==> config.mk <==
export PLATFORM = sky130hd
export DESIGN_NAME = dbps_mul
export DESIGN_NICKNAME = d
export VERILOG_FILES = /design/src/hdl/dbps_mul.sv
export SDC_FILE = /design/constraint.sdc
export NUM_CORES = 2
export LEC_CHECK = 0
export ABC_CLOCK_PERIOD_IN_PS = 12900
export BUFFER_PORTS_ARGS = -buffer_cell sky130_fd_sc_hd__buf_2
export CORE_UTILIZATION = 41
export CTS_BUF_LIST = sky130_fd_sc_hd__clkbuf_8
export DETAILED_ROUTE_END_ITERATION = 12
export HOLD_SLACK_MARGIN = 0.06
export PLACE_DENSITY = 0.64
export SLEW_MARGIN = 15
export SYNTH_ARGS = -nofsm -noshare
export SYNTH_HDL_FRONTEND = slang
export SYNTH_SLANG_ARGS = --single-unit
==> constraint.sdc <==
create_clock -name aclk -period 12.9 [get_ports aclk]
set_clock_uncertainty 0.2 [all_clocks]
set_input_delay 0 -clock aclk [delete_from_list [all_inputs] [get_ports aclk]]
set_output_delay 0 -clock aclk [all_outputs]
set_load 0.05 [all_outputs]
==> src/hdl/dbps_mul.sv <==
// Shared unsigned multiplier, 40 x 32 bits, built from one 20 x 32 array
// used in two passes. Depends on nothing; used by the solver top level.
`default_nettype none

module dbps_mul (
    input  wire logic        aclk,
    input  wire logic        aresetn,
    input  wire logic        start,
    input  wire logic [39:0] a_in,
    input  wire logic [31:0] b_in,
    output logic             done,
    output logic [71:0]      prod
);

    logic [39:0] a_reg;
    logic [31:0] b_reg;
    logic        ph1_reg, ph2_reg, done_reg;
    logic [51:0] lo_reg;
    logic [71:0] prod_reg;
    logic [19:0] part;
    logic [51:0] pp;

    // low half first, high half second
    assign part = ph2_reg ? a_reg[39:20] : a_reg[19:0];
    assign pp   = part * b_reg;

    // pass control
    always_ff @(posedge aclk) begin
        if (!aresetn) begin
            ph1_reg  <= 1'b0;
            ph2_reg  <= 1'b0;
            done_reg <= 1'b0;
        end else begin
            ph1_reg  <= start;
            ph2_reg  <= ph1_reg;
            done_reg <= ph2_reg;
        end
    end

    // operands and partial products
    always_ff @(posedge aclk) begin
        if (start) begin
            a_reg <= a_in;
            b_reg <= b_in;
        end
        if (ph1_reg) begin
            lo_reg <= pp;
        end
        if (ph2_reg) begin
            prod_reg <= {20'd0, lo_reg} + {pp, 20'd0};
        end
    end

    assign done = done_reg;
    assign prod = prod_reg;

endmodule

`default_nettype wire

# Word level (Yosys, flattened, before mapping)
# Cells that the tools add are included.
[op_classes]
mux = 1
multipliers = 1
add_sub_neg = 1
[ops]
columns = ["operator", "n"]
rows = [
  ["$add A52 B72 Y72", 1],
  ["$mul A20 B32 Y52", 1],
  ["$mux W20", 1],
]
[totals]
reg_bits = 199
elab_cells = 10
out_inout_bits = 73

# Longest topological paths before layout
[logic_depth]
ltp_word = 3
depth_mapped = 40
ltp_nobuf = 37

# Worst setup path before layout
# Ideal clock, no wire load.
[synth_path]
path_type = "reg2reg"
start = "reg ph2_reg"
end = "reg prod_reg[59], in the netlist prod[59] (data pin)"
synth_period_minus_slack_ns = 10.876
required_time_ns = 12.429
arrival_time_ns = 10.406
setup_slack_ns = 2.024
n_path_buf = 3
stages_incl_launch_ff = 39
cell_sequence = "dfxtp_1 -> clkbuf_1 -> mux2_2 -> clkbuf_1 -> and2_1 -> fa_1 -> fa_1 -> inv_1 -> fa_1 -> inv_1 -> fa_1 -> inv_1 -> fa_1 -> inv_1 -> fa_1 -> inv_1 -> fa_1 -> inv_1 -> (+3 left out) -> a21oi_1 -> nand2_1 -> nor2b_1 -> nor2_1 -> nor2_1 -> o21bai_1 -> a21oi_1 -> o21bai_1 -> xor2_1 -> ha_1 -> nor2b_1 -> or4_1 -> a2111oi_1 -> nor3_4 -> o211ai_4 -> or2_2 -> nor2_1 -> xor2_1"
[synth_between]
elab_chain_len = 3
[synth_rtl]
columns = ["item", "line", "text"]
rows = [
  ["start: declaration", "17", "logic ph1_reg, ph2_reg, done_reg;"],
  ["start signal: assignment", "35", "ph2_reg <= ph1_reg;"],
  ["$mux W20", "24", "assign part = ph2_reg ? a_reg[39:20] : a_reg[19:0];"],
  ["$mul A20 B32 Y52", "25", "assign pp = part * b_reg;"],
  ["via pp[29]", "21", "logic [51:0] pp;"],
  ["$add A52 B72 Y72", "50", "prod_reg <= {20'd0, lo_reg} + {pp, 20'd0};"],
  ["end signal: assignment", "50", ""],
  ["end: declaration", "19", "logic [71:0] prod_reg;"],
]
# The timed path passes the listed nets, and every way through them passes these cells.
# A chain may end at the register's enable or synchronous reset.

# Worst setup path in the final report
[layout_path]
start = "reg ph2_reg"
end = "reg prod_reg[70], in the netlist prod[70] (data pin)"
# Same word-level chain as after synthesis.

==> impl_metrics.tcl <==
set metrics [dict create \
    area_growth_pct 11.1 \
    fill_cells 6682 \
    cp-start-kind "register" \
    max_cap_violations 0 \
    grt_pass1_vias 22397 \
    post-place-cells 3939 \
    finalCriticalPeriod_ns 10.30 \
    postSynthAreaPerCell_um2 9.82 \
    nets 3971 \
    clk_path_buf_depth 2 \
    cts_tree "yes" \
    hold_violations 0 \
    instances_no_fill 4120 \
    initial_utilization_pct 41.7 \
    setup_viol 0 \
    fmax_mhz 97.1 \
    synth-seq-cells 199 \
    rows 97 \
    overflow 0 \
    ys_seq_area_share_pct 20.2 \
    grtUsageTotal_pct 22.1 \
    crit_family "adder cells" \
    cts_num_sinks 199 \
    min-delay-start "lo_reg[11]" \
    synth_top_area_share_pct 36.5 \
    clock_latency_ns 0.59 \
    chipWidth_um 270 \
    post_cts_resized 0 \
    antenna_found_initial 3 \
    grt_max_degree 75 \
    netlist_instances 2995 \
    largest_reg_flops 72 \
    detail-route-antenna-nets 0 \
    synth.area.top_cells "fa_1 37%, edfxtp_1 20%, ha_1 8.2%" \
    ioPinCount 148 \
    cp-end-kind "register" \
    maxSlewViolCount 0 \
    synth_edf_count 196 \
    cp_max_fo 32 \
    synth_largest_area_cell "fa_1" \
    min_period_over_period_pct 79.9 \
    wl_um 77500 \
    coreArea_mm2 0.0705 \
    drive_gt1_share_pct 7.49 \
    run_status "completed" \
    rsz0062_at_grt "false" \
    port_buffers 147 \
    clkTransAtPathRegs_ns 0.10 \
    drt-pass1-iter-count 7 \
    timing.slew.headroom_pct 17.3 \
    vias 21249 \
    numCtsBuffers 17 \
    required_ns 13.01 \
    synth_fp_nets 3801 \
    place_hpwl_um 57800 \
    synth_top_flop_cell "edfxtp_1" \
    synth_common_cells "583 x inv_1, 537 x fa_1, 426 x nand2_1, 308 x and2_1, 196 x edfxtp_1" \
    drc 0 \
    synth_cell_types 73 \
    critPathKind "reg -> reg" \
    tns_ns 0 \
    cp_common_cell "fa_1" \
    fin_ws_ns 2.60 \
    routedWlPerCell_um 18.8 \
    preCtsSetupSlack_ns 2.63 \
    synth.most_common_cell "inv_1" \
    holdWs_ns 0.232 \
    die_area_mm2 0.0728 \
    async_flop_share_pct 0 \
    dieHeight_um 270 \
    cp-startpoint "ph2_reg" \
    timing.rr.start "ph2_reg" \
    slowest_delay_ns 0.63 \
    gp_congestion 0.913 \
    drt_iter0_markers 1461 \
    root_buffer "clkbuf_8" \
    worstMarginPinSlew_ns 1.24 \
    path_buf_inv 6 \
    grt_pass1_wl_um 125000 \
    via_per_inst 5.16 \
    arrival_ns 10.42 \
    min_path_type "reg -> reg" \
    synth_warnings 0 \
    synth_area_mm2 0.0294 \
    slowest_stage "mux2_2" \
    htreeDepth 4 \
]
-- layer usage --
| metal | vias to the layer above | global-route usage (%) | wire, µm |
|---|---|---|---|
| met5 | - | 0 | 0 |
| met4 | 0 | 6.76 | 1790 |
| met3 | 93 | 2.99 | 3760 |
| met2 | 600 | 37.8 | 39100 |
| met1 | 10961 | 29.0 | 32800 |
| li1 | 9595 | - | - |
-- layout by cell type (no fill, tap or decap), drive strengths merged, types with 7 or more instances in the layout --
cell         count
nor3            20
o21a            14
clkbuf          17
a221oi           7
fa             537
inv            589
clkinv           7
mux2            21
a21oi           92
o21ai           55
a21o            20
and2           308
ha             194
o31ai            9
edfxtp         196
o21bai          12
nor2            66
dlygate4sd3    147
xor2            26
a211oi          10
buf            164
nand4           37
nor4             7
nand3           26
o211ai          13
nand2b          10
nand2          426
xnor2           65
-- area by class of cell --
class	count	area [µm²]	area share [%]
diodes	3	7.51	0.0230
clock buffers	17	234	0.716
clock inverters	14	139	0.425
inverters	583	2190	6.69
multi-input cells	2053	20700	63.2
flip-flops and latches	199	5950	18.2
well taps	940	1180	3.60
repair buffers	311	2340	7.15
-- what timing repair did --
item / in CTS / in global routing
hold buffers: 147 / 0
hold endpoints to repair: 147 / 0
buffers inserted: 0 / 0
-- stage by stage --
stage	util [%]	area [µm²]
floorplan	-	29400
global placement	43.7	30800
detailed placement	43.7	30800
CTS	46.4	32700
global route	46.4	32700
finish	46.4	32700
-- cells by family (layout without fill, tap and decap cells) --
| group | Yosys count | count (layout) | synth area share, % |
|---|---|---|---|
| AND/OR/NAND/NOR | 931 | 931 | 15.6 |
| multiplexers | 25 | 25 | 0.940 |
| flip-flops | 199 | 199 | 20.2 |
| other | 0 | 3 | 0 |
| buffers and inverters | 743 | 925 | 9.58 |
| adder cells (fa/ha/maj) | 731 | 731 | 44.8 |
| XOR/XNOR | 91 | 91 | 2.73 |
| AO/OA/AOI/OAI | 275 | 275 | 6.16 |
-- worst reg2reg max path: cells and delay by family, from the launching register on --
kind | cells | cell delay [ns]
adders and majority gates | 9 | 4.25
and+or+nand+nor | 9 | 2.25
AOI/OAI and AO/OA | 8 | 1.45
muxes | 1 | 0.64
DFF | 1 | 0.60
xor gates and xnor gates | 2 | 0.37
buffers and inverters | 6 | 0.29
-- worst paths after layout --
| check | end | depth (start not counted) | slack, ns |
|---|---|---|---|
| max | prod[70] | 35 | 2.60 |
| max reg2reg | prod[70] | 35 | 2.60 |
| min reg2reg | prod[11] | 0 | 0.23 |
| min | prod[11] | 0 | 0.23 |
Power is left out: the tool's default activity adds up to more than one toggle a clock period on the data nets, which glitch-free logic cannot reach.
