<file path="src/hdl/dbps_sqrt.sv">
// Bit-serial floor square root of a 64-bit value, one result bit a cycle.
// Depends on nothing; used by the solver top level.
`default_nettype none

module dbps_sqrt (
    input  wire logic        aclk,
    input  wire logic        aresetn,
    input  wire logic        start,
    input  wire logic [63:0] radicand,
    output logic             done,
    output logic [31:0]      root
);

    logic [63:0] rad_reg;
    logic [34:0] rem_reg;
    logic [31:0] root_reg;
    logic [4:0]  cnt_reg;
    logic        busy_reg, done_reg;
    logic [34:0] rem_sh, trial;
    logic        fits;

    assign rem_sh = {rem_reg[32:0], rad_reg[63:62]};
    assign trial  = {1'b0, root_reg, 2'b01};
    assign fits   = (rem_sh >= trial);

    // iteration control
    always_ff @(posedge aclk) begin
        if (!aresetn) begin
            busy_reg <= 1'b0;
            done_reg <= 1'b0;
            cnt_reg  <= 5'd0;
        end else begin
            done_reg <= 1'b0;
            if (start) begin
                busy_reg <= 1'b1;
                cnt_reg  <= 5'd0;
            end else if (busy_reg) begin
                cnt_reg <= cnt_reg + 5'd1;
                if (cnt_reg == 5'd31) begin
                    busy_reg <= 1'b0;
                    done_reg <= 1'b1;
                end
            end
        end
    end

    // restoring root step
    always_ff @(posedge aclk) begin
        if (start) begin
            rad_reg  <= radicand;
            rem_reg  <= 35'd0;
            root_reg <= 32'd0;
        end else if (busy_reg) begin
            rad_reg <= {rad_reg[61:0], 2'b00};
            if (fits) begin
                rem_reg  <= rem_sh - trial;
                root_reg <= {root_reg[30:0], 1'b1};
            end else begin
                rem_reg  <= rem_sh;
                root_reg <= {root_reg[30:0], 1'b0};
            end
        end
    end

    assign done = done_reg;
    assign root = root_reg;

endmodule

`default_nettype wire

</file>
<file path="config.mk">
export PLATFORM = sky130hd
export DESIGN_NAME = dbps_sqrt
export DESIGN_NICKNAME = d
export VERILOG_FILES = /design/src/hdl/dbps_sqrt.sv
export SDC_FILE = /design/constraint.sdc
export NUM_CORES = 1
export LEC_CHECK = 0
export BUFFER_PORTS_ARGS = -buffer_cell sky130_fd_sc_hd__clkbuf_2
export CORE_UTILIZATION = 61
export DETAILED_ROUTE_END_ITERATION = 10
export PLACE_DENSITY_LB_ADDON = 0.08
export SYNTH_ARGS = -nofsm -noshare
export SYNTH_HDL_FRONTEND = slang
export SYNTH_SLANG_ARGS = --single-unit
</file>
<file path="constraint.sdc">
create_clock -name aclk -period 4 [get_ports aclk]
set_input_delay 0.4 -clock aclk [delete_from_list [all_inputs] [get_ports aclk]]
set_output_delay 0.4 -clock aclk [all_outputs]
set_load 0.02 [all_outputs]
</file>
# After elaboration in Yosys (flattened, before gate mapping)
# Cells that the tools add are included.
# Widths: inputs -> output; s select.
# op_classes
addsub	2
n_mux	8
n_reduce_logical	3
bitwise	2
eq_ne	1
n_lt_le_gt_ge	1
# ops
op	count
$mux 64	2
$ge 35x34->1	1
$mux 33	1
$sub 33x33->33	1
$add 5x1->5 const B	1
$eq 5x5->1 const B	1
$mux 1	5
$reduce_or 3->1	1
$not 1->1	2
$reduce_bool 2->1	1
$reduce_or 2->1	1
# totals
wordCells	23
register_bits	136
out_inout_bits	33
inputBits	67

# Longest topological paths before layout
# Gate-level depths: netlist of the first run.
# depth
word_depth	4
depth_mapped	13
mapped_depth_nobuf	10

# Worst setup path before layout of the first run
# OpenSTA, ideal clock, no wires.
# synth_path
path_type	flip-flop to flip-flop
start	reg root_reg[12], in the netlist root[12]
end	reg rem_reg[26]
stages_incl_launch_ff	12
required_ps	3871
n_path_buf	1
slack_ps	1292
t_arrival_ps	2579
synth_period_minus_slack_ps	2708
cell_sequence	dfxtp_1 inv_1 ha_1 buf_6 a21oi_4 nand2_2 or4_4 o21ai_4 nand4_4 and2_4 a2111oi_2 o31ai_2
# synth_via
elab_chain_cells	2
elab_cells_between_ends	3
cone_classes	1 x add/sub; 1 x order compare; 1 x mux
# synth_rtl
item	line	text
start, declared	16	logic [31:0] root_reg;
start signal, assigned	57	root_reg <= {root_reg[30:0], 1'b1};
start signal, assigned	60	root_reg <= {root_reg[30:0], 1'b0};
$sub 33x33->33 or $ge 35x34->1 (tied branches)	56, 24	
$mux 33 *	55	if (fits) begin
end signal, assigned	56	rem_reg <= rem_sh - trial;
end signal, assigned	59	rem_reg <= rem_sh;
end, declared	15	logic [34:0] rem_reg;
# Mark *: on every way between the ends. The rest lies on a longest branch, timed or not.
# A chain may end at the register's enable or synchronous reset.

# Final worst setup path of the first run
# layout_path
start	reg root_reg[6], in the netlist root[6]
end	reg rem_reg[1]
# layout_via
elab_chain_cells	2
# layout_rtl
item	line	text
$ge 35x34->1	24	assign fits = (rem_sh >= trial);
$mux 33	55	
# Every way passes these cells.

==> results.toml, run 1 <==
[routing]
drtAntennaViolNets = 0
first_pass_iters = 5
drt_iter0_drc = 357
drc = 0
finalWirelength_um = 17100
viasPerCell = 5.76
wl_per_cell_um = 16.7
dr_total_vias = 5880

[layout]
final_common_cell = "clkbuf_2"
largest_reg_flops = 64
multi_input_area_sq_um = 3960
post-route-util_pct = 72.4
fillCellCount = 901
finalNetCount = 942
seqCellArea_sq_um = 3370
layout_common_cells = "98 x clkbuf_2, 88 x nor2_1, 71 x dfxtp_1"
syn_to_final_growth_pct = 14.6
drive_gt1_share_pct = 26.1
instances_no_fill = 1020
diodes = 0

[die]
fp.dieH_um = 114
fp.dieArea_sq_um = 13100
ioPinCount = 100
initial_core_util_pct = 63.2
num_rows = 40
core-area_sq_um = 12200
die_w_um = 114

[yosys]
synth_edf_count = 64
async_flop_share_pct = 0
synth_cells = 755
yosys.cell_types.count = 70
ys_seq_area_share_pct = 43.7
ys_ff_latch = 136
syn_nets = 858
synth.avg_cell_area_sq_um = 10.2
yosys_warnings = 0
synth_area_sq_um = 7690
synth_top_flop_cell = "dfxtp_1"

[place]
place_inst = 988
numPortBuffers = 99
dpl.hpwl_um = 11900
place.gp.congestion = 0.914

[setup_path]
crit_required_ps = 4330
critical_path_class = "flop to flop"
crit_fanout = 21
worstSetupEndpointType = "flop"
arrival_ps = 3620
slowest_delay_ps = 650
crit_chain = "inv_1, ha_1, a211oi_1, o21ai_2, a31oi_1, a211oi_2, o21ai_2, a21o_1, mux2_2, a211oi_1"
cpMaxStageDelayCell = "a21o_1"
start_kind = "flop"

[clocking]
hold_buffers = 0
cts_tree = "done"
clock_path_buffers = 2
numCtsBuffers = 17
postCtsSetupBuffers = 0
clock_latency_ps = 420
cts.root.buffer_cell = "clkbuf_16"
clk_pin_slew_ps = 60
htree_levels = 4
cts.sinks = 136
ctsResizeCount = 0

[job]
cap_viol_max_count = 0

[grt]
grt_max_degree = 105
grt_pass1_vias = 5790
antenna_found_initial = 0
track_usage_pct = 27.5
grt_overflow = 0
grt_pass1_wl_um = 27900

[sta]
finalCritPeriodShare_pct = 82.1
tightest_slew_ps = 780
fmaxAchievable_ghz = 0.305
period_needed_ps = 3280
fin_tns_setup_ps = 0
fin_skew_ps = 9.06
relSlewSlack_pct = 48.0
drv_slew = 0
hold_viol_final = 0
rsz0062_at_grt = "no"
whs_ps = 217
setup_violations = 0

[run_status]
outcome = "complete, no violations"

[pwr]
powerDensity_nw_per_um2 = 735
power_leakage_nw = 3.64
ir_worst_vdd_v = 0.000383

[worst_hold_path]
hp-class = "primary input to flop"
metrics by stage:
stage               instance area (sq um)  worst slack (ps)  total power [mW]
finish                               8810               717              6.48
global route                         8810               458              6.87
CTS                                  8810               733              6.47
detailed placement                   8260               729              4.95
global placement                     8260               849              4.92
floorplan                            7690              1290              4.39
final timing paths:
path | startpoint | end | slack [ps] | cells after the start
setup / recovery | root[6] | rem_reg[1] | 720 | 10
hold reg to reg | rem_reg[31] | rem_reg[31] | 490 | 2
hold / removal | aresetn | busy_reg | 220 | 2
setup reg to reg | root[6] | rem_reg[1] | 720 | 10
kinds of logic (layout without fill, tap and decap cells):
family,after synthesis,count (layout),share of synthesized area [%]
simple gates,211,211,12.7
compound gates,146,146,13.7
flops,136,136,43.7
mux,115,115,16.0
buf+inv,82,179,4.74
fa+ha+maj,36,36,5.86
xor+xnor,29,29,3.30
synth_stat cells, types with 8 or more instances:
library cell | n | area, sq um
mux2i_1 | 52 | 521
clkbuf_1 | 19 | 71.3
inv_1 | 41 | 154
buf_1 | 8 | 30.0
ha_1 | 36 | 450
nand2b_1 | 8 | 50.1
a21oi_1 | 33 | 165
nor3_1 | 8 | 40.0
o21ai_0 | 24 | 120
edfxtp_1 | 64 | 1920
a211oi_1 | 20 | 150
nand2_1 | 56 | 210
nor2_1 | 88 | 330
xor2_1 | 15 | 131
nand3_1 | 11 | 55.1
dfxtp_1 | 72 | 1440
xnor2_1 | 14 | 123
mux2_2 | 63 | 709
area by class of cell:
class	instances	area share (%)
clock buffers	17	4.83
clock inverters	15	1.46
inverters	41	1.75
multi-input cells	537	45.0
flip-flops and latches	136	38.2
well taps	168	2.39
repair buffers	106	6.39
power breakdown:
group | leakage, nW | total [mW] | internal [mW] | switching [mW]
logic | 2.15 | 3.23 | 1.34 | 1.89
clock network | 0.266 | 1.48 | 0.855 | 0.622
registers | 1.23 | 1.77 | 1.65 | 0.123
total | 3.64 | 6.48 | 3.84 | 2.63
critical path: cells and delay by family (launching register included):
kind | cells | cell delay (ps)
muxes | 1 | 410
AOI/OAI and AO/OA | 7 | 1960
DFF | 1 | 380
adders and majority gates | 1 | 380
buffers and inverters | 1 | 70
routing by layer:
metal	vias up	part of all wire (%)	track usage, %	routed length [um]
met5	-	0	0	0
met2	185	46	44.0	7930
met4	0	1.7	10.4	293
li1	2899	-	-	-
met1	2771	45	35.6	7770
met3	25	6.3	7.46	1080
Power figures use the tool's default switching activity.
==> inputs of run 2 (changes only) <==
--- a/config.mk
+++ b/config.mk
@@ -6,7 +6,7 @@
 export NUM_CORES = 1
 export LEC_CHECK = 0
 export BUFFER_PORTS_ARGS = -buffer_cell sky130_fd_sc_hd__clkbuf_2
-export CORE_UTILIZATION = 61
+export CORE_UTILIZATION = 59
 export DETAILED_ROUTE_END_ITERATION = 10
 export PLACE_DENSITY_LB_ADDON = 0.08
 export SYNTH_ARGS = -nofsm -noshare
==> constraint.sdc (replaced) <==
create_clock -name aclk -period 3.2 [get_ports aclk]
set_input_delay 0.32 -clock aclk [delete_from_list [all_inputs] [get_ports aclk]]
set_output_delay 0.32 -clock aclk [all_outputs]
set_load 0.02 [all_outputs]
==> results.toml, run 2 (synthesis results as in run 1) <==
[setup_path]
cp-startpoint = "root[12]"
arrival_ps = 3260
critical_path_class = "flop to flop"
cpMaxStageDelayCell = "ha_1"
slowest_delay_ps = 460
crit_required_ps = 3530
reg2reg_from = "root[12]"
worstSetupEndpointType = "flop"
start_kind = "flop"
crit_chain = "inv_1, ha_1, nand2_1, nor3_1, o311ai_1, a211oi_2, o21ai_2, a21o_1, buf_12, or3_1, a311oi_1"
crit_fanout = 19

[sta]
setup_violations = 0
drv_slew = 0
fmaxAchievable_ghz = 0.342
fin_skew_ps = 8.68
relSlewSlack_pct = 47.9
finalCritPeriodShare_pct = 91.4
period_needed_ps = 2920
fin_tns_setup_ps = 0
whs_ps = 122
hold_viol_final = 0
tightest_slew_ps = 781
rsz0062_at_grt = "no"

[clocking]
numCtsBuffers = 17
clk_pin_slew_ps = 60
ctsResizeCount = 0
htree_levels = 4
clock_path_buffers = 2
clock_latency_ps = 420
cts.sinks = 136
cts.root.buffer_cell = "clkbuf_16"
hold_buffers = 0
cts_tree = "done"
postCtsSetupBuffers = 0

[layout]
diodes = 0
drive_gt1_share_pct = 26.9
final_common_cell = "clkbuf_2"
layout_common_cells = "98 x clkbuf_2, 88 x nor2_1, 71 x dfxtp_1"
largest_reg_flops = 64
post-route-util_pct = 70.2
instances_no_fill = 1030
finalNetCount = 948
syn_to_final_growth_pct = 15.7

[place]
place_inst = 998
numPortBuffers = 99
dpl.hpwl_um = 11800
place.gp.congestion = 0.877

[die]
fp.dieH_um = 116
fp.dieArea_sq_um = 13500
initial_core_util_pct = 60.7
ioPinCount = 100
core-area_sq_um = 12700
num_rows = 41
die_w_um = 116

[job]
cap_viol_max_count = 0

[routing]
drt_iter0_drc = 445
finalWirelength_um = 17200
first_pass_iters = 5
dr_total_vias = 5899
drtAntennaViolNets = 0
viasPerCell = 5.73
drc = 0
wl_per_cell_um = 16.7

[pwr]
ir_worst_vdd_v = 0.000668
power_leakage_nw = 3.70
powerDensity_nw_per_um2 = 937

[grt]
grt_pass1_vias = 5813
grt_max_degree = 103
track_usage_pct = 27.4
grt_pass1_wl_um = 28200
antenna_found_initial = 0
grt_overflow = 0

[worst_hold_path]
hp-class = "primary input to flop"
holdCritStartpoint = "aresetn"

[run_status]
outcome = "complete, no violations"
## run 2: changes by cell type in the layout (fill, tap and decap cells not counted), sizes merged
cell | before | now
bufinv | 1 | 0
clkbuf | 115 | 119
clkinv | 9 | 6
inv | 44 | 45
buf | 8 | 14
clkinvlp | 2 | 1
## run 2: final cells by class
type	instances	area [sq um]
clock inverters	11	85.1
clock buffers	21	482
multi-input cells	537	3960
flip-flops and latches	136	3370
repair buffers	112	633
fillers	989	3770
well taps	172	215
inverters	41	154
## run 2: power by group
group | switching (mW) | internal, mW | total (mW) | leakage, nW
logic | 2.45 | 1.82 | 4.27 | 2.18
registers | 0.146 | 2.06 | 2.20 | 1.23
clock network | 0.773 | 1.09 | 1.86 | 0.280
## run 2: worst max-delay path, delay by kind of cell (launching register included)
kind            cells  cell delay, ps
fa+ha+maj           1             460
flops               1             370
buf+inv             2             230
simple gates        3             710
compound gates      5            1060
## run 2: metal layers
layer / routed length [um] / vias to the layer above / part of all wire (%) / track usage (%)
li1: - / 2908 / - / -
met1: 7890 / 2800 / 46 / 36.2
met2: 7830 / 160 / 46 / 42.5
met3: 1060 / 31 / 6.2 / 7.99
met4: 381 / 0 / 2.2 / 10.4
met5: 0 / - / 0 / 0
## run 2: path summary, 6_finish.rpt
check,to,slack [ps],cells after the start
worst max register to register,rem_reg[20],280,11
worst max-delay path,rem_reg[20],280,11
worst min register to register,rem_reg[31],480,2
worst min-delay path,busy_reg,120,2
## run 2: through the flow
stage	power (mW)	cell area [sq um]	setup slack, ps
floorplan	5.49	7690	492
finish	8.33	8900	276
global placement	6.37	8330	352
CTS	8.33	8900	279
detailed placement	6.41	8330	311
global route	8.88	8900	32.5
==> inputs of run 3 (changes only) <==
--- a/config.mk
+++ b/config.mk
@@ -6,9 +6,11 @@
 export NUM_CORES = 1
 export LEC_CHECK = 0
 export BUFFER_PORTS_ARGS = -buffer_cell sky130_fd_sc_hd__clkbuf_2
+export CAP_MARGIN = 20
 export CORE_UTILIZATION = 59
 export DETAILED_ROUTE_END_ITERATION = 10
 export PLACE_DENSITY_LB_ADDON = 0.08
 export SYNTH_ARGS = -nofsm -noshare
 export SYNTH_HDL_FRONTEND = slang
 export SYNTH_SLANG_ARGS = --single-unit
+export TNS_END_PERCENT = 10
==> constraint.sdc (replaced) <==
create_clock -name aclk -period 3.2 [get_ports aclk]
set_input_delay 0.16 -clock aclk [delete_from_list [all_inputs] [get_ports aclk]]
set_output_delay 0.16 -clock aclk [all_outputs]
set_load 0.02 [all_outputs]
==> results.toml, run 3 (synthesis results as in run 1) <==
[sta]
tightest_slew_ps = 779
fin_skew_ps = 13.9
relSlewSlack_pct = 48.0
period_needed_ps = 2940
fin_tns_setup_ps = 0
setup_violations = 0
finalWorstSetupSlack_ps = 260
fmaxAchievable_ghz = 0.340
finalCritPeriodShare_pct = 91.9
drv_slew = 0
rsz0062_at_grt = "no"
hold_viol_final = 0

[layout]
final_common_cell = "clkbuf_2"
finalNetCount = 948
drive_gt1_share_pct = 26.9
syn_to_final_growth_pct = 16.3
finalInstanceArea_sq_um = 8940
largest_reg_flops = 64
post-route-util_pct = 70.6
diodes = 0
layout_common_cells = "98 x clkbuf_2, 88 x nor2_1, 71 x dfxtp_1"

[routing]
drt_iter0_drc = 451
wl_per_cell_um = 16.8
dr_total_vias = 5984
drtAntennaViolNets = 0
first_pass_iters = 5
drc = 0
finalWirelength_um = 17300
viasPerCell = 5.81

[grt]
grt_pass1_vias = 5784
track_usage_pct = 27.5
antenna_found_initial = 0
grt_max_degree = 103
grt_pass1_wl_um = 28400
grt_overflow = 0

[die]
fp.dieH_um = 116
core-area_sq_um = 12700
num_rows = 41
die_w_um = 116
fp.dieArea_sq_um = 13500
ioPinCount = 100
initial_core_util_pct = 60.7

[clocking]
postCtsSetupBuffers = 0
cts.root.buffer_cell = "clkbuf_16"
clock_path_buffers = 2
numCtsBuffers = 17
clk_pin_slew_ps = 60
cts.sinks = 136
ctsResizeCount = 0
hold_buffers = 1
htree_levels = 4
clock_latency_ps = 430
cts_tree = "done"

[pwr]
fin_total_pwr_mw = 8.47
ir_worst_vdd_v = 0.000550
p_comb_share_pct = 50.3
swShare_pct = 39.9
power_leakage_nw = 3.72
seq_power_share_pct = 26.0
switching_power_mw = 3.38
internal-power_mw = 5.09
clockPowerShare_pct = 23.7
powerDensity_nw_per_um2 = 948

[setup_path]
critical_path_class = "flop to flop"
slowest_delay_ps = 450
critPathBufInv = 2
crit_fanout = 19
start_kind = "flop"
crit_chain = "inv_1, ha_1, nand2_1, nor3_1, o311ai_1, a211oi_2, o21ai_2, a21o_1, buf_12, or3_1, a311oi_1"
crit_required_ps = 3530
crit_family = "compound AO/OA/AOI/OAI gates"
worstSetupEndpointType = "flop"
arrival_ps = 3270
cpMaxStageDelayCell = "ha_1"

[place]
dpl.hpwl_um = 12000
place_area_sq_um = 8320
place.gp.congestion = 0.917
dp_worst_setup_slack_ps = 260
numPortBuffers = 99

[worst_hold_path]
hp-class = "primary input to flop"

[run_status]
outcome = "complete, no violations"

[job]
cap_viol_max_count = 0
==> run 3: changes by cell type in the layout (fill, tap and decap cells not counted), sizes merged <==
| cell | previous run | this run |
|---|---|---|
| buf | 14 | 13 |
| clkinv | 6 | 5 |
| bufinv | 0 | 2 |
| clkbuf | 119 | 117 |
| clkinvlp | 1 | 0 |
| dlygate4sd3 | 0 | 1 |
| inv | 45 | 47 |
==> run 3: metrics by stage <==
stage | cells | hold WS [ps]
CTS | 1030 | 17.0
finish | 1030 | 22.0
detailed placement | 997 | 417
global placement | 997 | 393
global route | 1030 | 20.8
floorplan | 755 | 278
==> run 3: path summary, 6_finish.rpt <==
kind          startpoint          end  slack [ps]  depth (start not counted)
min reg2reg  rem_reg[22]  rem_reg[22]         490                          2
min          radicand[0]   rad_reg[0]          20                          2
max reg2reg     root[12]  rem_reg[20]         260                         11
max             root[12]  rem_reg[20]         260                         11
==> run 3: power groups by stage <==
stage          clock network [mW]  registers, mW  logic (mW)
2_1_floorplan                   0           2.19        3.30
3_3_place_gp                    0           2.22        4.14
3_5_place_dp                    0           2.23        4.15
4_1_cts                      2.04           2.20        4.21
5_1_grt                      2.11           2.23        4.66
6_report                     2.01           2.20        4.26
==> run 3: routing by layer <==
layer,global-route usage (%),part of all wire [%],wire [um]
met1,36.1,45,7750
met2,44.4,47,8060
met3,7.68,7.3,1270
met4,8.46,1.4,236
met5,0,0,0
==> run 3: cell type report <==
cell class | count | area (sq um)
sequential | 136 | 3370
timing repair buffer | 112 | 636
clock buffer | 19 | 453
tap | 172 | 215
inverter | 41 | 154
fill | 981 | 3730
multi-input combinational | 537 | 3960
clock inverter | 13 | 158
