--- src/hdl/dbps_pkg.sv ---
// Shared types, constants and tables for the drag ballistic pitch solver.
// No dependencies; used by dbps_cordic, the solver top level and the testbench files.
`default_nettype none

package dbps_pkg;

    // configuration register indexes
    localparam logic [2:0] CFG_MUZZLE_SPEED = 3'd0;
    localparam logic [2:0] CFG_GRAVITY      = 3'd1;
    localparam logic [2:0] CFG_DRAG         = 3'd2;
    localparam logic [2:0] CFG_TIME_STEP    = 3'd3;
    localparam logic [2:0] CFG_STOP_ERROR   = 3'd4;
    localparam logic [2:0] CFG_MAX_ITER     = 3'd5;

    // register values after reset
    localparam logic [22:0] RST_MUZZLE_SPEED = 23'd1559757;
    localparam logic [20:0] RST_GRAVITY      = 21'd642908;
    localparam logic [23:0] RST_DRAG         = 24'd16777;
    localparam logic [20:0] RST_TIME_STEP    = 21'd83886;
    localparam logic [15:0] RST_STOP_ERROR   = 16'd66;
    localparam logic [3:0]  RST_MAX_ITER     = 4'd5;

    // CORDIC gain inverse, Q30
    localparam logic [31:0] INV_GAIN_Q30 = 32'd652032874;
    localparam logic [4:0]  CORDIC_LAST  = 5'd29;
    // flight limits: step cap, 2 s in 2^-24 s units, +-1024 m/s in Q16
    localparam logic [12:0] STEP_CAP     = 13'd4096;
    localparam logic [33:0] TIME_LIMIT   = 34'd33554432;
    localparam logic signed [39:0] VEL_LIM = 40'sd67108864;

    // request to the CORDIC unit
    typedef struct packed {
        logic start;
        logic vectoring;   // 1: vectoring (atan2), 0: rotation
    } cordic_cmd_t;

    // arctangent of 2^-i, Q30
    function automatic logic [29:0] atan_q30(input logic [4:0] i);
        logic [29:0] v;
        unique case (i)
            5'd0:  v = 30'd843314857;
            5'd1:  v = 30'd497837829;
            5'd2:  v = 30'd263043837;
            5'd3:  v = 30'd133525159;
            5'd4:  v = 30'd67021687;
            5'd5:  v = 30'd33543516;
            5'd6:  v = 30'd16775851;
            5'd7:  v = 30'd8388437;
            5'd8:  v = 30'd4194283;
            5'd9:  v = 30'd2097149;
            5'd10: v = 30'd1048576;
            5'd11: v = 30'd524288;
            5'd12: v = 30'd262144;
            5'd13: v = 30'd131072;
            5'd14: v = 30'd65536;
            5'd15: v = 30'd32768;
            5'd16: v = 30'd16384;
            5'd17: v = 30'd8192;
            5'd18: v = 30'd4096;
            5'd19: v = 30'd2048;
            5'd20: v = 30'd1024;
            5'd21: v = 30'd512;
            5'd22: v = 30'd256;
            5'd23: v = 30'd128;
            5'd24: v = 30'd64;
            5'd25: v = 30'd32;
            5'd26: v = 30'd16;
            5'd27: v = 30'd8;
            5'd28: v = 30'd4;
            5'd29: v = 30'd2;
            default: v = 30'd0;
        endcase
        return v;
    endfunction

endpackage

`default_nettype wire

--- src/hdl/dbps_cordic.sv ---
// CORDIC unit, 30 micro-rotations one per cycle, vectoring or rotation mode.
// Depends on dbps_pkg (arctangent table, request struct).
`default_nettype none

module dbps_cordic (
    input  wire logic                  aclk,
    input  wire logic                  aresetn,
    input  wire dbps_pkg::cordic_cmd_t cmd,
    input  wire logic signed [35:0]    x0,
    input  wire logic signed [35:0]    y0,
    input  wire logic signed [32:0]    z0,
    output logic                       done,
    output logic signed [35:0]         x_out,
    output logic signed [35:0]         y_out,
    output logic signed [32:0]         z_out
);

    logic signed [35:0] x_reg, y_reg, xs, ys;
    logic signed [32:0] z_reg, ang;
    logic [4:0]         i_reg;
    logic               busy_reg, done_reg, vec_reg;

    assign xs  = x_reg >>> i_reg;
    assign ys  = y_reg >>> i_reg;
    assign ang = $signed({3'b000, dbps_pkg::atan_q30(i_reg)});

    // iteration control
    always_ff @(posedge aclk) begin
        if (!aresetn) begin
            busy_reg <= 1'b0;
            done_reg <= 1'b0;
            i_reg    <= 5'd0;
        end else begin
            done_reg <= 1'b0;
            if (cmd.start) begin
                busy_reg <= 1'b1;
                i_reg    <= 5'd0;
            end else if (busy_reg) begin
                i_reg <= i_reg + 5'd1;
                if (i_reg == dbps_pkg::CORDIC_LAST) begin
                    busy_reg <= 1'b0;
                    done_reg <= 1'b1;
                end
            end
        end
    end

    // micro-rotation
    always_ff @(posedge aclk) begin
        if (cmd.start) begin
            x_reg   <= x0;
            y_reg   <= y0;
            z_reg   <= z0;
            vec_reg <= cmd.vectoring;
        end else if (busy_reg) begin
            if (vec_reg) begin
                // drive y toward zero; no move when y is already zero
                if (y_reg > 36'sd0) begin
                    x_reg <= x_reg + ys;
                    y_reg <= y_reg - xs;
                    z_reg <= z_reg + ang;
                end else if (y_reg < 36'sd0) begin
                    x_reg <= x_reg - ys;
                    y_reg <= y_reg + xs;
                    z_reg <= z_reg - ang;
                end
            end else begin
                // drive z toward zero
                if (z_reg >= 33'sd0) begin
                    x_reg <= x_reg - ys;
                    y_reg <= y_reg + xs;
                    z_reg <= z_reg - ang;
                end else begin
                    x_reg <= x_reg + ys;
                    y_reg <= y_reg - xs;
                    z_reg <= z_reg + ang;
                end
            end
        end
    end

    assign done  = done_reg;
    assign x_out = x_reg;
    assign y_out = y_reg;
    assign z_out = z_reg;

endmodule

`default_nettype wire

--- config.mk ---
export PLATFORM = sky130hd
export DESIGN_NAME = dbps_cordic
export DESIGN_NICKNAME = d
export VERILOG_FILES = /design/src/hdl/dbps_pkg.sv /design/src/hdl/dbps_cordic.sv
export SDC_FILE = /design/constraint.sdc
export NUM_CORES = 1
export LEC_CHECK = 0
export BUFFER_PORTS_ARGS = -buffer_cell sky130_fd_sc_hd__buf_2
export CORE_ASPECT_RATIO = 0.7
export CORE_MARGIN = 5
export CORE_UTILIZATION = 45
export DETAILED_ROUTE_END_ITERATION = 7
export SLEW_MARGIN = 5
export SYNTH_ARGS = -nofsm -noshare
export SYNTH_HDL_FRONTEND = slang
export SYNTH_SLANG_ARGS = --single-unit
--- constraint.sdc ---
create_clock -name aclk -period 6 [get_ports aclk]
set_input_delay 1.8 -clock aclk [delete_from_list [all_inputs] [get_ports aclk]]
set_output_delay 1.8 -clock aclk [all_outputs]
set_load 0.005 [all_outputs]
==> Word-level counts from Yosys, hierarchy flattened <==
Memories as Yosys holds them, arrays and structs flattened. A register that Yosys moved wholly into a read port is not among the register bits.
Index checks and enable logic that the tools add are counted.
{ "word_totals": {"register_bits": 113, "mem_bits_ro": 960, "inputBits": 109, "out_inout_bits": 106, "wordCells": 52, "mem_count": 1} }
{ "mem_list": {"columns": ["name", "depth", "word_bits", "rd", "rd_ports_with_merged_regs", "wr", "line_no", "text"], "rows": [
  ["(name not given)", 32, 30, 1, 1, 0, "dbps_pkg.sv:40", "unique case (i)"]
]} }
{ "classes": {"addsub": 7, "n_lt_le_gt_ge": 3, "eq_ne": 2, "n_shift": 2, "n_mux": 24, "n_bitwise": 2, "reduce_logical": 4} }
{ "op_table": {"columns": ["operator", "n"], "rows": [
  ["$mux 36", 12],
  ["$mux 33", 6],
  ["$add 36x36->36", 2],
  ["$sshr 36x5->36", 2],
  ["$sub 36x36->36", 2],
  ["$gt 36x1->1 const B", 1],
  ["$lt 36x1->1 const B", 1],
  ["$add 33x31->33", 1],
  ["$ge 33x1->1 const B", 1],
  ["$sub 33x31->33", 1],
  ["$mux 5", 2],
  ["$add 5x1->5 const B", 1],
  ["$eq 5x5->1 const B", 1],
  ["$mux 1", 4],
  ["$ne 4x2->1 const B", 1],
  ["$reduce_or 3->1", 1],
  ["$not 1->1", 2],
  ["$reduce_and 2->1", 1],
  ["$reduce_bool 2->1", 1],
  ["$reduce_or 2->1", 1]
]} }

==> Longest topological paths before layout <==
Gate-level depths: netlist (run 1).
{ "logic_depth": {"ltp_word": 7, "mapped_depth": 23} }

==> Worst setup path before layout (run 1) <==
OpenSTA, ideal clock, no wires.
{ "synth_timing": {"path_kind": "input to register", "from": "input cmd[1] (netlist name)", "to": "register x_reg[0] (netlist: x_out[0]), enable pin", "arrival_time_ps": 5009, "t_required_ps": 5538, "setup_slack_ps": 529, "cell_stages": 5, "path_buffers": 4, "cell_sequence": "clkbuf_1 clkbuf_1 clkbuf_1 clkbuf_1 a21o_1"} }
{ "synth_via": {"elab_chain_cells": 2, "word_cells_on_any_way": 3, "classes_between": "eq/ne: 1; reduce/logical: 2"} }
{ "synth_lines": {"columns": ["element", "line_no", "text"], "rows": [
  ["start, declared", "dbps_cordic.sv:8", "input wire dbps_pkg::cordic_cmd_t cmd,"],
  ["$ne 4x2->1 (no source line) / $reduce_bool 2->1 (equally long branches)", null, null],
  ["$reduce_and 2->1 (no source line) (*)", null, null],
  ["end signal, assigned", "dbps_cordic.sv:59", "x_reg <= x_reg + ys;"],
  ["end signal, assigned", "dbps_cordic.sv:63", "x_reg <= x_reg - ys;"],
  ["end signal, assigned", "dbps_cordic.sv:70", "x_reg <= x_reg - ys;"],
  ["end, declared", "dbps_cordic.sv:18", "logic signed [35:0] x_reg, y_reg, xs, ys;"]
]} }
Every way passes the cells marked *; elsewhere a longest branch is shown, timed or not.
A chain may end at the register's enable or synchronous reset.

==> Final worst setup path (run 1) <==
{ "layout_timing": {"from": "register i_reg[1]", "to": "register y_reg[22] (netlist: y_out[22]), data pin"} }
{ "layout_via": {"elab_chain_cells": 7, "word_cells_on_any_way": 9, "classes_between": "add/sub: 2; shift: 1; mux: 6"} }
{ "layout_lines": {"columns": ["element", "line_no", "text"], "rows": [
  ["start, declared", "dbps_cordic.sv:20", "logic [4:0] i_reg;"],
  ["start signal, assigned", "dbps_cordic.sv:39", "i_reg <= i_reg + 5'd1;"],
  ["$sshr 36x5->36 (*)", "dbps_cordic.sv:23", "assign xs = x_reg >>> i_reg;"],
  ["$add 36x36->36", "dbps_cordic.sv:64, dbps_cordic.sv:71", null],
  ["$mux 36", "dbps_cordic.sv:62", "end else if (y_reg < 36'sd0) begin"],
  ["$mux 36", "dbps_cordic.sv:58", "if (y_reg > 36'sd0) begin"],
  ["$mux 36 (*)", "dbps_cordic.sv:56", "if (vec_reg) begin"],
  ["$mux 36 (*)", "dbps_cordic.sv:55", "end else if (busy_reg) begin"],
  ["$mux 36 (*)", "dbps_cordic.sv:50", "if (cmd.start) begin"],
  ["end signal, assigned", "dbps_cordic.sv:52", "y_reg <= y0;"],
  ["end signal, assigned", "dbps_cordic.sv:60", "y_reg <= y_reg - xs;"],
  ["end signal, assigned", "dbps_cordic.sv:64", "y_reg <= y_reg + xs;"],
  ["end, declared", "dbps_cordic.sv:18", null]
]} }
Every way passes the cells marked *; elsewhere a longest branch is shown, timed or not. The select of a mux whose other input is x is not followed.

==> results of run 1 <==
-- cells by family after synthesis --
group / count (synthesis) / share of synthesized area, %
DFF: 143 / 18.6
xor gates and xnor gates: 109 / 4.52
AOI/OAI and AO/OA: 896 / 26.9
muxes: 179 / 10.7
adders and majority gates: 225 / 13.5
and+or+nand+nor: 844 / 18.3
buffers and inverters: 407 / 7.45
-- routing by layer --
layer,share of wire [%],GRT usage (%)
met1,50,47.4
met2,40,40.3
met3,9.0,6.59
met4,1.2,4.74
met5,0.029,0
-- how the worst max path moves through the flow --
stage               startpoint         to  slack [ns]  cells past startpoint
floorplan               cmd[1]   x_out[0]        0.53                      5
global placement      i_reg[0]  x_out[30]        0.59                     19
detailed placement    i_reg[0]  x_out[30]        0.46                     19
CTS                   i_reg[0]  y_out[22]        0.38                     18
global route          i_reg[1]  y_out[22]       0.004                     19
finish                i_reg[1]  y_out[22]        0.34                     19
-- layout make-up --
class | instances | area, um^2 | area share, %
sequential | 143 | 3940 | 17.0
tap | 612 | 766 | 3.31
clock buffer | 22 | 475 | 2.05
inverter | 224 | 841 | 3.63
timing repair buffer | 246 | 1400 | 6.05
clock inverter | 10 | 75.1 | 0.324
multi-input combinational | 2253 | 15600 | 67.6
-- power by group through the flow --
stage / clock, mW / sequential, mW / combinational (mW)
2_1_floorplan: 0 / 2.04 / 8.52
3_3_place_gp: 0 / 2.46 / 11.6
3_5_place_dp: 0 / 2.47 / 11.5
4_1_cts: 1.12 / 2.46 / 11.6
5_1_grt: 1.16 / 2.52 / 13.0
6_report: 1.09 / 2.50 / 11.9
-- cell usage in the layout, fill, tap and decap left out, types with 40 or more instances in the layout --
master                     instances
sky130_fd_sc_hd__nand2_1         335
sky130_fd_sc_hd__a21oi_1         258
sky130_fd_sc_hd__o21ai_0         244
sky130_fd_sc_hd__ha_1            219
sky130_fd_sc_hd__inv_1           218
sky130_fd_sc_hd__buf_2           213
sky130_fd_sc_hd__nor2_1          195
sky130_fd_sc_hd__edfxtp_1        106
sky130_fd_sc_hd__xnor2_1          92
sky130_fd_sc_hd__mux2i_1          84
sky130_fd_sc_hd__mux2_2           64
sky130_fd_sc_hd__nor3_1           61
sky130_fd_sc_hd__nand3_1          49
sky130_fd_sc_hd__a211oi_1         48
sky130_fd_sc_hd__o21a_1           45
sky130_fd_sc_hd__nor2b_1          40
-- what timing repair did --
action | CTS | global route
setup buffers | 0 | 1
hold buffers | 0 | 0
resized for setup | 0 | 0
endpoints found under the setup margin | 0 | 2
-- through the flow --
step           total power [mW]  instances
6_report                   15.4       3510
5_1_grt                    16.7       3510
4_1_cts                    15.2       3509
3_5_place_dp               14.0       3477
3_3_place_gp               14.0       3477
2_1_floorplan              10.6       2803
-- critical path: stages, from the launching register on --
cell and delay (ns):
sky130_fd_sc_hd__dfxtp_4 0.79, sky130_fd_sc_hd__buf_12 0.29, sky130_fd_sc_hd__mux2i_1 0.17, sky130_fd_sc_hd__mux4_2 0.50, sky130_fd_sc_hd__nor2_1 0.12, sky130_fd_sc_hd__a21oi_1 0.05, sky130_fd_sc_hd__mux2i_1 0.26, sky130_fd_sc_hd__ha_1 0.22
sky130_fd_sc_hd__inv_1 0.06, sky130_fd_sc_hd__fa_1 0.42, sky130_fd_sc_hd__a21oi_1 0.23, sky130_fd_sc_hd__o211ai_1 0.18, sky130_fd_sc_hd__o211ai_1 0.30, sky130_fd_sc_hd__a21oi_1 0.19, sky130_fd_sc_hd__o21ai_0 0.53, sky130_fd_sc_hd__a21oi_1 0.14
sky130_fd_sc_hd__a211oi_1 0.44, sky130_fd_sc_hd__nor4_1 0.09, sky130_fd_sc_hd__a221o_1 0.28, sky130_fd_sc_hd__a211oi_1 0.17
==> results.txt, run 1 <==
The slew at the pin closest to its max-slew limit is 0.943 ns. The number of max-cap violations came out at 0. The part of the power in combinational logic came out at 76.7%. The total die area is between 50000 and 60000 um^2. The depth of the most critical reg-to-reg path is 19. The wire-length estimate of the detail-placed layout is 61.8 mm. Yosys attributes the largest share of cell area to sky130_fd_sc_hd__edfxtp_1 15%, sky130_fd_sc_hd__ha_1 13%, sky130_fd_sc_hd__a21oi_1 6.1%, sky130_fd_sc_hd__nand2_1 6.0%, sky130_fd_sc_hd__o21ai_0 5.8%. The number of synthesis warnings came out at 0. After synthesis, the most frequently instantiated cells are 335 x sky130_fd_sc_hd__nand2_1, 258 x sky130_fd_sc_hd__a21oi_1, 244 x sky130_fd_sc_hd__o21ai_0, 219 x sky130_fd_sc_hd__ha_1, 219 x sky130_fd_sc_hd__inv_1. The total area inside the core boundary comes to 46400 um^2.

The tightest hold margin is about 0.60 ns. The first detailed-routing pass ran for 7 iterations. The flop and latch count out of synthesis came out at 143. The DRC violation count after routing is 0. The share of flip-flops with an asynchronous set or reset came out at 0%.

The number of max-slew violations in the final report came out at 0. Among all flip-flop cells after synthesis, the most frequent one is sky130_fd_sc_hd__edfxtp_1. In this run the tightest slew margin relative to its limit is 36.3%. Yosys instantiated no cell more often than sky130_fd_sc_hd__nand2_1.

The overflow left after global routing came out at 0. The total global-route track usage came out at between 20 and 30%. The maximum vdd ir drop came out at approximately 0.00033 V.

The area share of the largest cell type after synthesis is 15.1%. The placement-stage cell area is between 20000 and 25000 um^2. The net count of the finished layout came out at 3219. The startpoint type of the worst setup path is a flop. The data arrival time at the worst-slack endpoint came out at around 6.0 ns. The post-synthesis cell area is 21100 um^2. CTS built an H-tree with a depth of 4. The required arrival time at the worst endpoint came out at around 6.3 ns.

For this design the ratio of total power to cell area is 668 nW/um^2. The internal power contribution came out at about 6.9 mW. The clock transition time at the flip-flop clock pins of the worst setup and hold paths is 0.08 ns. The CTS buffer count is 17.

The routed design has 78.7 mm of wire. For the final database, setup skew stands at 0.0162 ns. The routability-driven placement congestion ratio is between 0.9 and 1.

The number of cell rows is 66. The maximum number of pins on one net before global-route repair came out at 70. Before CTS, the worst setup slack after placement is 0.457 ns. The die extent in x came out at roughly 270 um.

Summed over all nets, the switching power comes to 8.59 mW. The portion of the clock cycle consumed by the worst path in the final layout came out at 94.4%. The total count of hold-check failures in the final report came out at 0. Sequential cells burn 16.2% of the power.

The reg-to-reg setup timing slack is between 0.3 and 0.4 ns. The share of the yosys chip area belonging to registers came out at 18.6%. Setup repair after global routing left no endpoint under its margin. The starting density of the core came out at 45.5%. The routed layout has 21800 vias. Timing would allow up to around 180 MHz. The largest total area in the synthesized netlist belongs to sky130_fd_sc_hd__edfxtp_1. In this run the worst path has a maximum fanout of 56. After detailed routing, the number of vias per cell comes to 6.20. The detailed router finished its first iteration with 2461 violations. The layout has 4658 filler cells. The setup total negative slack came out at 0 ns. The number of distinct standard cells referenced by the synthesized netlist came out at 85. The worst register-to-register path begins at i_reg[1].

The count of flip-flops with a built-in enable after synthesis came out at 106. The die outline height is 191 um. The cell area after layout is 23100 um^2.

The start-to-end type of the worst setup path is reg -> reg. The worst path setup slack after routing is 0.337 ns. At the later pin of the worst-skew pair, clock insertion delay measures 0.48 ns. Counting I/O delays and the setup requirement, the final critical path takes 5.66 ns. The CTS tree is built. The cell count after synthesis is 2803. The top-level port count is between 200 and 250. Dividing the synthesized area by the synthesized cell count gives 7.54 um^2.

The startpoint of the most critical hold path is busy_reg. The post-route core utilization is around 50%. After detailed routing, the average wire length per cell comes to 22.4 um. The worst min-delay path class is reg -> reg. The worst hold path terminates at done. The leakage power of the design is 10.1 nW. The maximum buffer depth of the clock tree is 2.

The wire length of the first global-routing pass came out at 119 mm. The critical path capture point type is a flop. The via count of the first global-routing pass is 19900. The net count of the mapped netlist is 3137. Input and output buffers added on the ports amount to roughly 210. 0 antenna diodes ended up in the layout. The end of the worst register-to-register path is y_out[22].

Of the cells placed in the final design, the portion with a size suffix greater than 1 is 14.3%. Net switching is 55.6% of the power. Along the worst hold path, the cell count comes to 2. The buffer cell driving the clock tree root is sky130_fd_sc_hd__clkbuf_16. Setup violations remaining at the end of the flow were counted as 0. The number of antenna violations at the first check in global routing was 2.

The clock group share of total power is 7.1%. Relative to the synthesized area, the layout overhead comes to 9.53%. CTS saw 143 sinks.

The run finished with clean final reports. The remaining antenna violation count came out at 0.
Power figures use the tool's default switching activity.
==> run 2, diff against run 1 <==
--- a/config.mk
+++ b/config.mk
@@ -5,6 +5,7 @@
 export SDC_FILE = /design/constraint.sdc
 export NUM_CORES = 1
 export LEC_CHECK = 0
+export ABC_AREA = 1
 export BUFFER_PORTS_ARGS = -buffer_cell sky130_fd_sc_hd__buf_2
 export CORE_ASPECT_RATIO = 0.7
 export CORE_MARGIN = 5
==> results.txt, run 2 <==
The run finished with clean final reports. The tightest hold margin is 0.597 ns. Summed over all cells, the static leakage comes to roughly 14 nW. The clock drives 143 sinks. The total setup violations reported at the end of the flow came out at 0. At the end of routability-driven placement, the weighted congestion stood at between 1 and 1.5. The fraction of layout cells with a size suffix above 1 came out at 7.52%. For this run, asynchronously set or reset flops after synthesis account for 0%. The top fanout value on the critical path came out at 36. In the synthesized netlist, the cells that appear most often are 1340 x sky130_fd_sc_hd__nand2_1, 535 x sky130_fd_sc_hd__inv_1, 457 x sky130_fd_sc_hd__nor2_1, 371 x sky130_fd_sc_hd__nand3_1, 332 x sky130_fd_sc_hd__o21ai_0. Summing over every cut layer, the via total after detailed routing is 30000. The data arrival time at the worst-slack endpoint is 6.03 ns. The maximum vdd ir drop is a little over 0.0003 V.

The count of flip-flops with a built-in enable after synthesis came out at 106. The total count of hold-check failures in the final report came out at 0. The number of max-slew violations in the final report came to 0.

The via count of the first global-routing pass was 26300. The portion of the clock cycle consumed by the worst path in the final layout came out at 96.4%. The first global-routing pass estimated 171 mm of wire. The number of antenna violations at the first check in global routing came out at 5.

The final worst clock skew came out at about 0.019 ns. The number of buffers added on ports came out at around 210. For met2 alone, demand over resource in global routing was approximately half. Global routing consumed, over all layers together, 38.6% of the routing resources. The net count of the finished layout is 4752. The flop and latch count out of synthesis came out at between 100 and 150.

The largest total area in the synthesized netlist belongs to sky130_fd_sc_hd__nand2_1. The number of levels in the clock H-tree came out at 4. The core area came out at ~54000 um^2. The maximum number of pins on one net before global-route repair is ~80. The met1 usage in global routing came out at between 50 and 60%. For this configuration, the core starts out at a cell density of 45.5%.

The clock transition time at the flip-flop clock pins of the worst setup and hold paths is 0.08 ns. The die extent in x is 288 um. The setup total negative slack came out at 0 ns.

Measured against its own limit, the worst slew margin works out to 26.1%. The buffers inserted during post-CTS setup optimization came out at 0. The number of iterations in the first detailed-routing pass is 7. The biggest cell delay along the critical path is 1.00 ns. No sink is reached through more buffers than the 2 on the longest clock path. The final critical-path required period came out at 5.78 ns. The most used flip-flop cell after synthesis is sky130_fd_sc_hd__edfxtp_1. The Yosys step of the flow raised 0 warnings. The number of gates resized after CTS is 0. The tool flagged a number of max-cap violations equal to 0. The total die area is 59100 um^2. The per-cell routed wire length is 22.9 um. The top achievable clock speed is 173 MHz. The power density over the cells is 517 nW/um^2. The net count of the mapped netlist came out at 4633. After detailed routing, the total wire length is 118 mm. The slew at the pin closest to its max-slew limit is 1.11 ns. The DRC violation count after routing came out at 0.

The number of distinct standard cells referenced by the synthesized netlist came out at 56. The top cell type by area accounts for 20.6% of the synthesized area. The cell seen most often among critical-path stages is sky130_fd_sc_hd__o21ai_0. By area the synthesized netlist is led by sky130_fd_sc_hd__nand2_1 21%, sky130_fd_sc_hd__edfxtp_1 13%, sky130_fd_sc_hd__ha_1 11%, sky130_fd_sc_hd__inv_1 8.2%, sky130_fd_sc_hd__nand3_1 7.6%. The tightest min-delay check is of the reg -> reg type. The synthesized netlist occupies a cell area of between 20000 and 25000 um^2. The tree is rooted in a sky130_fd_sc_hd__clkbuf_16. The cell with the largest stage delay on the worst path is sky130_fd_sc_hd__a21oi_1. STA classifies the critical path startpoint as a flop. In this run the most used layer during global routing was met1. The worst setup path is captured at a flop.

The met3 global-route usage is between 10% and 20%. The cell count after synthesis is ~4300. The via density per instance came out at 5.81. The most frequent cell after synthesis is sky130_fd_sc_hd__nand2_1. The library cell used most frequently in the layout, excluding fill and tap cells, is sky130_fd_sc_hd__nand2_1.

The half-perimeter wire length of the detailed placement result came out at 96.1 mm. The number of cell rows is 71. 215 I/O pins were placed.

The number of design-rule violations left by the first detailed-router iteration came out at 4494. The layout-stage area growth over the synthesis result is 9.25%. Data on the critical path is required at its endpoint by approximately 6.3 ns. The worst setup path is of the reg -> reg kind. The detail route stage leaves a number of antenna-violating nets equal to 0. The critical path goes through inv_2 > nand2_1 > nand2_1 > o21ai_0 > o21ai_0 > o21ai_0 > o21ai_0 > inv_1 > ha_1 > a21oi_1 > o21ai_1 > a21oi_1 > o21a_1 > nand3_1 > nand3_1 > nand3_1 > nand2_1 > inv_1. Leaving out fill and tap cells, the most frequent cells in the layout are 1340 x sky130_fd_sc_hd__nand2_1, 532 x sky130_fd_sc_hd__inv_1, 457 x sky130_fd_sc_hd__nor2_1.

Summed over all layers, the global routing overflow is 0. TritonCTS built the clock tree. Hold repair after CTS inserted 0 buffers. The CTS buffer count is 17. The share of the yosys chip area belonging to registers came out at between 10% and 20%. At the later pin of the worst-skew pair, clock insertion delay measures 0.49 ns. Setup repair after global routing left no endpoint under its margin.

The die outline height came out at approximately 200 um. Dividing the synthesized area by the synthesized cell count gives 5.68 um^2.
[run 2: changes by cell type after synthesis, moves of 64 or more]
| cell | change |
|---|---|
| sky130_fd_sc_hd__a21oi_1 | +69 |
| sky130_fd_sc_hd__inv_1 | +316 |
| sky130_fd_sc_hd__o21ai_0 | +88 |
| sky130_fd_sc_hd__mux2_2 | -64 |
| sky130_fd_sc_hd__nand3_1 | +322 |
| sky130_fd_sc_hd__xnor2_1 | -86 |
| sky130_fd_sc_hd__nor2_1 | +262 |
| sky130_fd_sc_hd__nand2_1 | +1005 |
[run 2: final cells by class]
| type | count | area (um^2) |
|---|---|---|
| antenna | 6 | 15.0 |
| clock inverter | 15 | 190 |
| multi-input combinational | 3450 | 17700 |
| tap | 730 | 913 |
| clock buffer | 17 | 425 |
| timing repair buffer | 260 | 1440 |
| inverter | 546 | 2060 |
| fill | 5940 | 27000 |
| sequential | 143 | 3930 |
[run 2: per-stage QoR]
stage	utilization (%)	worst slack [ns]	power, mW	instance area, um^2	instances
after floorplan	-	0.986	8.36	24400	4299
after global placement	48.5	0.620	12.0	26000	5129
after detailed placement	48.5	0.738	11.9	26000	5129
after CTS	49.7	0.695	13.2	26600	5161
after global routing	49.7	0.201	14.7	26600	5162
final	49.7	0.216	13.8	26700	5167
[run 2: routing by layer]
| metal | wire, um | vias to the layer above |
|---|---|---|
| met4 | 2950 | 6 |
| met5 | 191 | - |
| li1 | - | 14300 |
| met1 | 54300 | 13600 |
| met2 | 41600 | 1968 |
| met3 | 19100 | 160 |
[run 2: path summary, 6_finish.rpt]
kind	slack (ns)	end	cells past startpoint	start
worst max-delay path	0.22	y_out[31]	18	i_reg[0]
worst min-delay path	0.60	busy_reg	2	busy_reg
worst max register to register	0.22	y_out[31]	18	i_reg[0]
worst min register to register	0.60	busy_reg	2	busy_reg
[run 2: critical path, delay by kind of cell, from the launching register on]
| family | cells | cell delay [ns] |
|---|---|---|
| compound gates | 8 | 3.62 |
| fa+ha+maj | 1 | 0.30 |
| flops | 1 | 0.55 |
| buf+inv | 3 | 0.49 |
| simple gates | 6 | 0.54 |
[run 2: logic make-up after synthesis]
family                   Yosys count  share of synthesized area, %
AO/OA/AOI/OAI                    832                          18.6
AND/OR/NAND/NOR                 2306                          38.8
multiplexers                      42                          1.72
adder cells (fa/ha/maj)          225                          11.7
buffers and inverters            706                          11.5
XOR/XNOR                          45                          1.62
flip-flops                       143                          16.1
[run 2: report_power, final]
part / switching, mW / internal [mW] / total (mW) / leakage (nW)
logic: 7.53 / 3.05 / 10.6 / 12.0
registers: 0.567 / 1.39 / 1.95 / 1.37
clock network: 0.610 / 0.638 / 1.25 / 0.300
